## config.mk

```make
export PLATFORM = sky130hd
export DESIGN_NAME = dlt_ctrl
export DESIGN_NICKNAME = d
export VERILOG_FILES = /design/src/hdl/dlt_pkg.sv /design/src/hdl/dlt_ctrl.sv
export SDC_FILE = /design/constraint.sdc
export NUM_CORES = 1
export LEC_CHECK = 0
export BUFFER_PORTS_ARGS = -buffer_cell sky130_fd_sc_hd__buf_2
export CORE_ASPECT_RATIO = 1.4
export CORE_MARGIN = 10
export CORE_UTILIZATION = 40
export CTS_BUF_LIST = sky130_fd_sc_hd__clkbuf_8
export DETAILED_ROUTE_END_ITERATION = 7
export GPL_ROUTABILITY_DRIVEN = 0
export RECOVER_POWER = 100
export SYNTH_ARGS = -nofsm -noshare
export SYNTH_HDL_FRONTEND = slang
export SYNTH_SLANG_ARGS = --single-unit
```

## constraint.sdc

```tcl
create_clock -name clk_i -period 5.85 [get_ports clk_i]
set_clock_uncertainty 0.2 [all_clocks]
set_input_delay 0.8775 -clock clk_i [delete_from_list [all_inputs] [get_ports clk_i]]
set_output_delay 0.8775 -clock clk_i [all_outputs]
set_load 0.005 [all_outputs]
```

## src/hdl/dlt_pkg.sv

```systemverilog
`timescale 1ns / 1ps
// ----------------------------------------------------------------------------
// dlt_pkg
// Shared types, codes and helpers of the dense layer training engine.
// ----------------------------------------------------------------------------
package dlt_pkg;

  localparam int LR_FRAC = 16;

  localparam logic [6:0]  IN_SIZE_RST    = 7'd64;
  localparam logic [6:0]  NRN_CNT_RST    = 7'd64;
  localparam logic [15:0] LEARN_RATE_RST = 16'd655;

  localparam logic [1:0] REG_IN_SIZE    = 2'd0;
  localparam logic [1:0] REG_NRN_CNT    = 2'd1;
  localparam logic [1:0] REG_LEARN_RATE = 2'd2;

  localparam logic signed [63:0] SAT_MAX = 64'sh0000_0000_7FFF_FFFF;
  localparam logic signed [63:0] SAT_MIN = 64'shFFFF_FFFF_8000_0000;

  typedef enum logic [2:0] {
    REQ_WR_W  = 3'd0,
    REQ_WR_B  = 3'd1,
    REQ_WR_X  = 3'd2,
    REQ_WR_G  = 3'd3,
    REQ_FWD   = 3'd4,
    REQ_BWD   = 3'd5,
    REQ_SGD   = 3'd6,
    REQ_RD_W  = 3'd7
  } req_e;

  typedef enum logic [1:0] {
    KIND_FWD  = 2'd0,
    KIND_GRAD = 2'd1,
    KIND_RB   = 2'd2,
    KIND_DONE = 2'd3
  } out_kind_e;

  typedef enum logic [2:0] {
    MUL_WX,   // weight * input
    MUL_DG,   // derivative * gradient
    MUL_XB,   // input * bias delta
    MUL_WB,   // weight * bias delta
    MUL_LW,   // rate * weight delta
    MUL_LB    // rate * bias delta
  } mul_sel_e;

  typedef enum logic [1:0] {
    ACC_NONE,
    ACC_CLR,
    ACC_ADD_P,
    ACC_ADD_B
  } acc_op_e;

  typedef struct packed {
    logic      take;
    logic      mul_en;
    mul_sel_e  mul_sel;
    logic      sh_lr;
    acc_op_e   acc_op;
    logic      w_upd;
    logic      wd_wr;
    logic      wd_zero;
    logic      b_upd;
    logic      bd_wr;
    logic      bd_zero;
    logic      emit;
    out_kind_e kind;
    logic      last;
    logic      use_req;
    logic [5:0] i_idx;
    logic [5:0] j_idx;
  } dlt_cmd_t;

  typedef struct packed {
    logic out_free;
  } dlt_sts_t;

  function automatic logic signed [63:0] sx64(input logic [31:0] v);
    return {{32{v[31]}}, v};
  endfunction

  function automatic logic [31:0] sat32(input logic signed [63:0] v);
    if (v > SAT_MAX) begin
      return 32'h7FFF_FFFF;
    end else if (v < SAT_MIN) begin
      return 32'h8000_0000;
    end
    return v[31:0];
  endfunction

endpackage

```

## src/hdl/dlt_ctrl.sv

```systemverilog
`timescale 1ns / 1ps
// ----------------------------------------------------------------------------
// dlt_ctrl
// Sequencer for clearing, forward, backward, update and readback runs.
// ----------------------------------------------------------------------------
module dlt_ctrl #(
  parameter int MAX_IN  = 64,
  parameter int MAX_OUT = 64
) (
  input  logic              clk_i,
  input  logic              rst_ni,
  input  logic              s_valid_i,
  input  logic [2:0]        s_req_i,
  output logic              s_ready_o,
  input  logic [5:0]        ni_m1_i,
  input  logic [5:0]        no_m1_i,
  input  dlt_pkg::dlt_sts_t sts_i,
  output dlt_pkg::dlt_cmd_t cmd_o
);

  localparam int LIM_IN = (MAX_IN < 64) ? MAX_IN : 64;
  localparam logic [5:0] CLR_I_LAST = 6'(LIM_IN - 1);
  localparam logic [5:0] CLR_J_LAST = 6'(MAX_OUT - 1);

  typedef enum logic [4:0] {
    ST_CLEAR, ST_IDLE,
    ST_F_RD, ST_F_MUL, ST_F_ACC, ST_F_BIAS, ST_F_EMIT,
    ST_B1_RD, ST_B1_MUL, ST_B1_WR,
    ST_B2_RD, ST_B2_M1, ST_B2_M2, ST_B2_ACC, ST_B2_EMIT,
    ST_S_RD, ST_S_MUL, ST_S_UPD, ST_S_BMUL, ST_S_BUPD, ST_S_DONE,
    ST_R_RD, ST_R_EMIT
  } state_e;

  state_e     state_q, state_d;
  logic [5:0] i_q, i_d, j_q, j_d;
  logic       i_last, j_last;

  assign i_last = (i_q == ni_m1_i);
  assign j_last = (j_q == no_m1_i);

  always_comb begin
    state_d   = state_q;
    i_d       = i_q;
    j_d       = j_q;
    s_ready_o = 1'b0;
    cmd_o       = '0;
    cmd_o.i_idx = i_q;
    cmd_o.j_idx = j_q;
    case (state_q)
      ST_CLEAR: begin
        // zero both delta stores once after reset
        cmd_o.wd_zero = 1'b1;
        cmd_o.bd_zero = 1'b1;
        if (i_q == CLR_I_LAST) begin
          i_d = '0;
          if (j_q == CLR_J_LAST) begin
            j_d     = '0;
            state_d = ST_IDLE;
          end else begin
            j_d = j_q + 6'd1;
          end
        end else begin
          i_d = i_q + 6'd1;
        end
      end
      ST_IDLE: begin
        s_ready_o = 1'b1;
        if (s_valid_i) begin
          cmd_o.take   = 1'b1;
          cmd_o.acc_op = dlt_pkg::ACC_CLR;
          i_d = '0;
          j_d = '0;
          case (dlt_pkg::req_e'(s_req_i))
            dlt_pkg::REQ_FWD:  state_d = ST_F_RD;
            dlt_pkg::REQ_BWD:  state_d = ST_B1_RD;
            dlt_pkg::REQ_SGD:  state_d = ST_S_RD;
            dlt_pkg::REQ_RD_W: state_d = ST_R_RD;
            default:           state_d = ST_IDLE;
          endcase
        end
      end
      ST_F_RD: state_d = ST_F_MUL;
      ST_F_MUL: begin
        cmd_o.mul_en  = 1'b1;
        cmd_o.mul_sel = dlt_pkg::MUL_WX;
        state_d = ST_F_ACC;
      end
      ST_F_ACC: begin
        cmd_o.acc_op = dlt_pkg::ACC_ADD_P;
        if (i_last) begin
          state_d = ST_F_BIAS;
        end else begin
          i_d     = i_q + 6'd1;
          state_d = ST_F_RD;
        end
      end
      ST_F_BIAS: begin
        cmd_o.acc_op = dlt_pkg::ACC_ADD_B;
        state_d = ST_F_EMIT;
      end
      ST_F_EMIT: begin
        if (sts_i.out_free) begin
          cmd_o.emit   = 1'b1;
          cmd_o.kind   = dlt_pkg::KIND_FWD;
          cmd_o.last   = j_last;
          cmd_o.acc_op = dlt_pkg::ACC_CLR;
          if (j_last) begin
            state_d = ST_IDLE;
          end else begin
            j_d     = j_q + 6'd1;
            i_d     = '0;
            state_d = ST_F_RD;
          end
        end
      end
      ST_B1_RD: state_d = ST_B1_MUL;
      ST_B1_MUL: begin
        cmd_o.mul_en  = 1'b1;
        cmd_o.mul_sel = dlt_pkg::MUL_DG;
        state_d = ST_B1_WR;
      end
      ST_B1_WR: begin
        cmd_o.bd_wr = 1'b1;
        if (j_last) begin
          j_d     = '0;
          i_d     = '0;
          state_d = ST_B2_RD;
        end else begin
          j_d     = j_q + 6'd1;
          state_d = ST_B1_RD;
        end
      end
      ST_B2_RD: state_d = ST_B2_M1;
      ST_B2_M1: begin
        cmd_o.mul_en  = 1'b1;
        cmd_o.mul_sel = dlt_pkg::MUL_XB;
        state_d = ST_B2_M2;
      end
      ST_B2_M2: begin
        // weight delta from x*bd, multiplier moves on to w*bd
        cmd_o.wd_wr   = 1'b1;
        cmd_o.mul_en  = 1'b1;
        cmd_o.mul_sel = dlt_pkg::MUL_WB;
        state_d = ST_B2_ACC;
      end
      ST_B2_ACC: begin
        cmd_o.acc_op = dlt_pkg::ACC_ADD_P;
        if (j_last) begin
          state_d = ST_B2_EMIT;
        end else begin
          j_d     = j_q + 6'd1;
          state_d = ST_B2_RD;
        end
      end
      ST_B2_EMIT: begin
        if (sts_i.out_free) begin
          cmd_o.emit   = 1'b1;
          cmd_o.kind   = dlt_pkg::KIND_GRAD;
          cmd_o.last   = i_last;
          cmd_o.acc_op = dlt_pkg::ACC_CLR;
          if (i_last) begin
            state_d = ST_IDLE;
          end else begin
            i_d     = i_q + 6'd1;
            j_d     = '0;
            state_d = ST_B2_RD;
          end
        end
      end
      ST_S_RD: state_d = ST_S_MUL;
      ST_S_MUL: begin
        cmd_o.mul_en  = 1'b1;
        cmd_o.mul_sel = dlt_pkg::MUL_LW;
        state_d = ST_S_UPD;
      end
      ST_S_UPD: begin
        cmd_o.sh_lr   = 1'b1;
        cmd_o.w_upd   = 1'b1;
        cmd_o.wd_zero = 1'b1;
        if (i_last) begin
          state_d = ST_S_BMUL;
        end else begin
          i_d     = i_q + 6'd1;
          state_d = ST_S_RD;
        end
      end
      ST_S_BMUL: begin
        cmd_o.mul_en  = 1'b1;
        cmd_o.mul_sel = dlt_pkg::MUL_LB;
        state_d = ST_S_BUPD;
      end
      ST_S_BUPD: begin
        cmd_o.sh_lr   = 1'b1;
        cmd_o.b_upd   = 1'b1;
        cmd_o.bd_zero = 1'b1;
        if (j_last) begin
          state_d = ST_S_DONE;
        end else begin
          j_d     = j_q + 6'd1;
          i_d     = '0;
          state_d = ST_S_RD;
        end
      end
      ST_S_DONE: begin
        if (sts_i.out_free) begin
          cmd_o.emit = 1'b1;
          cmd_o.kind = dlt_pkg::KIND_DONE;
          cmd_o.last = 1'b1;
          state_d = ST_IDLE;
        end
      end
      ST_R_RD: begin
        cmd_o.use_req = 1'b1;
        state_d = ST_R_EMIT;
      end
      ST_R_EMIT: begin
        cmd_o.use_req = 1'b1;
        if (sts_i.out_free) begin
          cmd_o.emit = 1'b1;
          cmd_o.kind = dlt_pkg::KIND_RB;
          cmd_o.last = 1'b1;
          state_d = ST_IDLE;
        end
      end
      default: state_d = ST_IDLE;
    endcase
  end

  always_ff @(posedge clk_i or negedge rst_ni) begin
    if (!rst_ni) begin
      state_q <= ST_CLEAR;
      i_q     <= '0;
      j_q     <= '0;
    end else begin
      state_q <= state_d;
      i_q     <= i_d;
      j_q     <= j_d;
    end
  end

endmodule

```

Yosys cells after proc, flatten, opt, wreduce, memory -nomap -nowiden --
Index checks and enable logic that the tools add are counted.
Cells by class: add/subtract/negate cells 2, equality and inequality tests 38, multiplexer cells 51, reduce and logical (&&, ||, !) cells 15
Operators by type and width (number):
- one-hot mux 5 bit (22 select lines) | 1
- 2-to-1 mux 6 bit | 14
- one-hot mux 6 bit (7 select lines) | 1
- equality test 5 x 4 -> 1 bit (second input constant) | 8
- 2-to-1 mux 5 bit | 8
- one-hot mux 6 bit (6 select lines) | 1
- equality test 5 bit (second input constant) | 7
- 2-to-1 mux 4 bit | 6
- one-hot mux 4 bit (6 select lines) | 1
- equality test 5 x 3 -> 1 bit (second input constant) | 4
- one-hot mux 5 bit (4 select lines) | 1
- OR reduction 2 bit | 9
- one-hot mux 4 bit (4 select lines) | 1
- inequality test 2 bit (second input constant) | 7
- 2-to-1 mux 1 bit | 13
- adder 6 x 1 -> 6 bit (second input constant) | 2
- equality test 3 bit (second input constant) | 4
- equality test 6 bit | 2
- equality test 6 bit (second input constant) | 2
- AND reduction 6 bit | 2
- equality test 5 x 2 -> 1 bit (second input constant) | 2
- one-hot mux 2 bit (4 select lines) | 1
- nonzero test 7 bit | 1
- 2-to-1 mux 3 bit | 2
- 6 further kinds | 6
Storage, ports and cells: bits in registers 17, bits of input ports 19, output and inout bits 32, word-level logic and storage cells 109

Logic depth before layout (Yosys ltp) --
depth in word-level cells 4, gate-level depth with buffers 8, mapped depth without buffers 7

Worst setup path after synthesis --
No wires, ideal clock.
kind input to output, from input port no_m1_i[2], to output port cmd_o[13] (netlist bit), arrival 1990 ps, data required time 4773 ps, path slack 2783 ps, stages on the path 5, buffers on the path 0, cell sequence xor2_1 > nor4_1 > and2_4 > and3_1 > o31a_1
RTL lines:
- start: declaration | RTL line dlt_ctrl.sv:16 | input logic [5:0] no_m1_i,
- end: declaration | RTL line dlt_ctrl.sv:18 | output dlt_pkg::dlt_cmd_t cmd_o

==> reports/qor.csv <==
metric,value,unit
cts_tree,built,
track_usage,14.9,%
post_cts.repair.setup_buffers,0,
cts.repair.resized,0,
yosysUniqueCellTypes,66,
fin_tns_setup,0,ps
syn_avg_cell_area,7.83,µm²
reg2reg_from,state_q[4],
clockRootBuffer,clkbuf_8,
worst_pin_slew,967,ps
reg2reg_to,i_q[4],
clock_path_buffers,2,
setup_viol_count_final,0,
start_util,40.6,%
crit_required,4770,ps
htree_num_levels,1,
cp_num_buf_inv,1,
rr_worst_depth,6,
grt_max_degree,31,
max_slew_margin,35.6,%
antenna_cells,0,
min_period,3630,ps
postLayoutCellArea,2170,µm²
port_buffers,50,
drive_gt1_share,14.8,%
holdCritStartpoint,j_q[4],
cap_viol_max_count,0,
dp_hpwl,4800,µm
dpl_cell_area,2200,µm²
ioPinCount,51,
clock_latency,250,ps
antenna_found_initial,0,
status,completed,
crit_type,flip-flop to output pin,
drtAntennaViolNets,0,
cts_hold_buf,0,
cp_slowest_cell,dfrtp_1,
grt_pass1_vias,2063,
cts_made_buffers,3,
path_clk_slew,70,ps
die_w,79,µm
ys_seq_area_share,21.8,%
worstSetupStartpointType,flip-flop,
n_fill_cell,561,
arrival,2550,ps
path_cells,nor2b_1 > nand3_1 > nor4b_1 > o31a_1 > buf_2,
detail_route.first_pass.iterations,4,
synthFlopType,dfrtp_1,
fin_crit_sh,62.1,%
ys.warnings.count,0,
holdPathStages,1,
cts_sinks,17,
nets,312,
synth_area,1950,µm²
die_area,8110,µm²
synth_nets,270,
num_vias,2059,
ir_worst_vdd,228,µV
grt_first_pass_wirelength,10000,µm
ys_async_sr_fraction,100,%
slowest_delay,880,ps
p_per_area,530,nW/µm²
grt_overflow_total,0,
drcViolationCount,0,
viasPerCell,5.82,
finalHoldViolations,0,
synth-seq-cells,17,
end_kind,output pin,
power.leakage,0.000945,µW
die_h,103,µm
crit_family,simple AND/OR/NAND/NOR gates,
syn_inst,249,
drtIter0Drc,303,
synth_edf_count,0,
r2r_slack,2680,ps
fmaxAchievable,275,MHz
routedWlPerCell,17.4,µm
critPathMaxFanout,27,
slew_viol_final,0,
rsz0062_at_grt,false,
core,4800,µm²
hold_path.class,flip-flop to flip-flop,
drt_wl_total,6170,µm
area_growth,11.6,%
holdPathEnd,j_q[4],
fp-row-count,30,
-- state kept, by name, indices dropped and copies added, names as in the netlist --
| signal | cells |
|---|---|
| i_q | 6 |
| j_q | 6 |
| state_q | 5 |
-- where the power goes --
| group | switching [µW] | internal [µW] |
|---|---|---|
| Sequential | 137 | 165 |
| Clock | 44.4 | 47.3 |
| Combinational | 444 | 316 |
| Total | 625 | 528 |
-- worst max path at each step --
| stage | from | to | slack, ps | cells after the start |
|---|---|---|---|---|
| 5_1_grt | state_q[3] | cmd_o[13] | 1940 | 5 |
| 3_5_place_dp | no_m1_i[2] | cmd_o[13] | 2360 | 7 |
| 2_1_floorplan | no_m1_i[2] | cmd_o[13] | 2780 | 5 |
| 6_report | state_q[3] | cmd_o[13] | 2220 | 5 |
| 3_3_place_gp | no_m1_i[2] | cmd_o[13] | 2400 | 7 |
| 4_1_cts | no_m1_i[2] | cmd_o[13] | 2360 | 7 |
-- cell usage after synthesis, drive strengths merged, types with 3 or more instances --
master / instances / share of area, %
and2: 3 / 1.1
a21o: 3 / 1.2
dfrtp: 17 / 22
nand3b: 3 / 1.3
nand2b: 10 / 3.2
a22o: 6 / 2.7
a21oi: 14 / 3.8
o211ai: 4 / 1.5
o21bai: 4 / 1.5
inv: 9 / 1.7
o22ai: 8 / 2.6
nor2b: 8 / 2.6
o21ai: 12 / 3.3
a211oi: 4 / 1.5
nor4: 5 / 2.6
a31oi: 3 / 1.3
nand3: 8 / 2.3
buf: 12 / 4.2
xor2: 13 / 5.8
nor3: 6 / 1.5
and3: 8 / 2.6
nand2: 21 / 4.0
nor2: 23 / 4.7
or2: 4 / 1.3
-- area by class of cell --
cell class	instances	area [µm²]	area share [%]
clock buffer	3	41.3	1.90
clock inverter	1	5.00	0.230
inverter	9	33.8	1.55
multi-input combinational	209	1360	62.7
sequential	17	425	19.6
tap	64	80.1	3.68
timing repair buffer	51	226	10.4
-- routing by layer --
layer / global-route usage, % / vias to the layer above / share of wire, %
li1: - / 1008 / -
met1: 18.0 / 938 / 44
met2: 24.4 / 91 / 47
met3: 2.71 / 22 / 5.8
met4: 7.75 / 0 / 3.9
met5: 0 / - / 0
-- cells in the final DEF, fill, tap and decap left out, drive strengths merged, types with 9 or more instances in the layout --
cell / count
nor2: 23
xor2: 13
clkbuf: 28
inv: 9
buf: 26
nand2b: 10
dfrtp: 17
nand2: 21
o21ai: 12
a21oi: 14
-- stage by stage --
stage | setup slack [ps] | hold slack [ps] | total power (µW) | util [%] | std cells
5_1_grt | 1940 | 435 | 1260 | 45.3 | 354
4_1_cts | 2360 | 353 | 1190 | 46.7 | 354
2_1_floorplan | 2780 | 356 | 894 | - | 249
3_3_place_gp | 2400 | 386 | 1100 | 45.8 | 350
3_5_place_dp | 2360 | 377 | 1100 | 45.8 | 350
6_report | 2220 | 402 | 1150 | 45.3 | 354
-- logic make-up (layout without fill, tap and decap cells) --
logic type               count (synthesis)  in the layout  synth area share, %
AO/OA/AOI/OAI                           80             80                 29.7
XOR/XNOR                                15             15                 6.74
adder cells (fa/ha/maj)                  2              2                 1.28
buffers and inverters                   23             64                 6.29
flip-flops                              17             17                 21.8
multiplexers                             1              1                0.578
AND/OR/NAND/NOR                        111            111                 33.6
(Power assumes the default switching activity.)
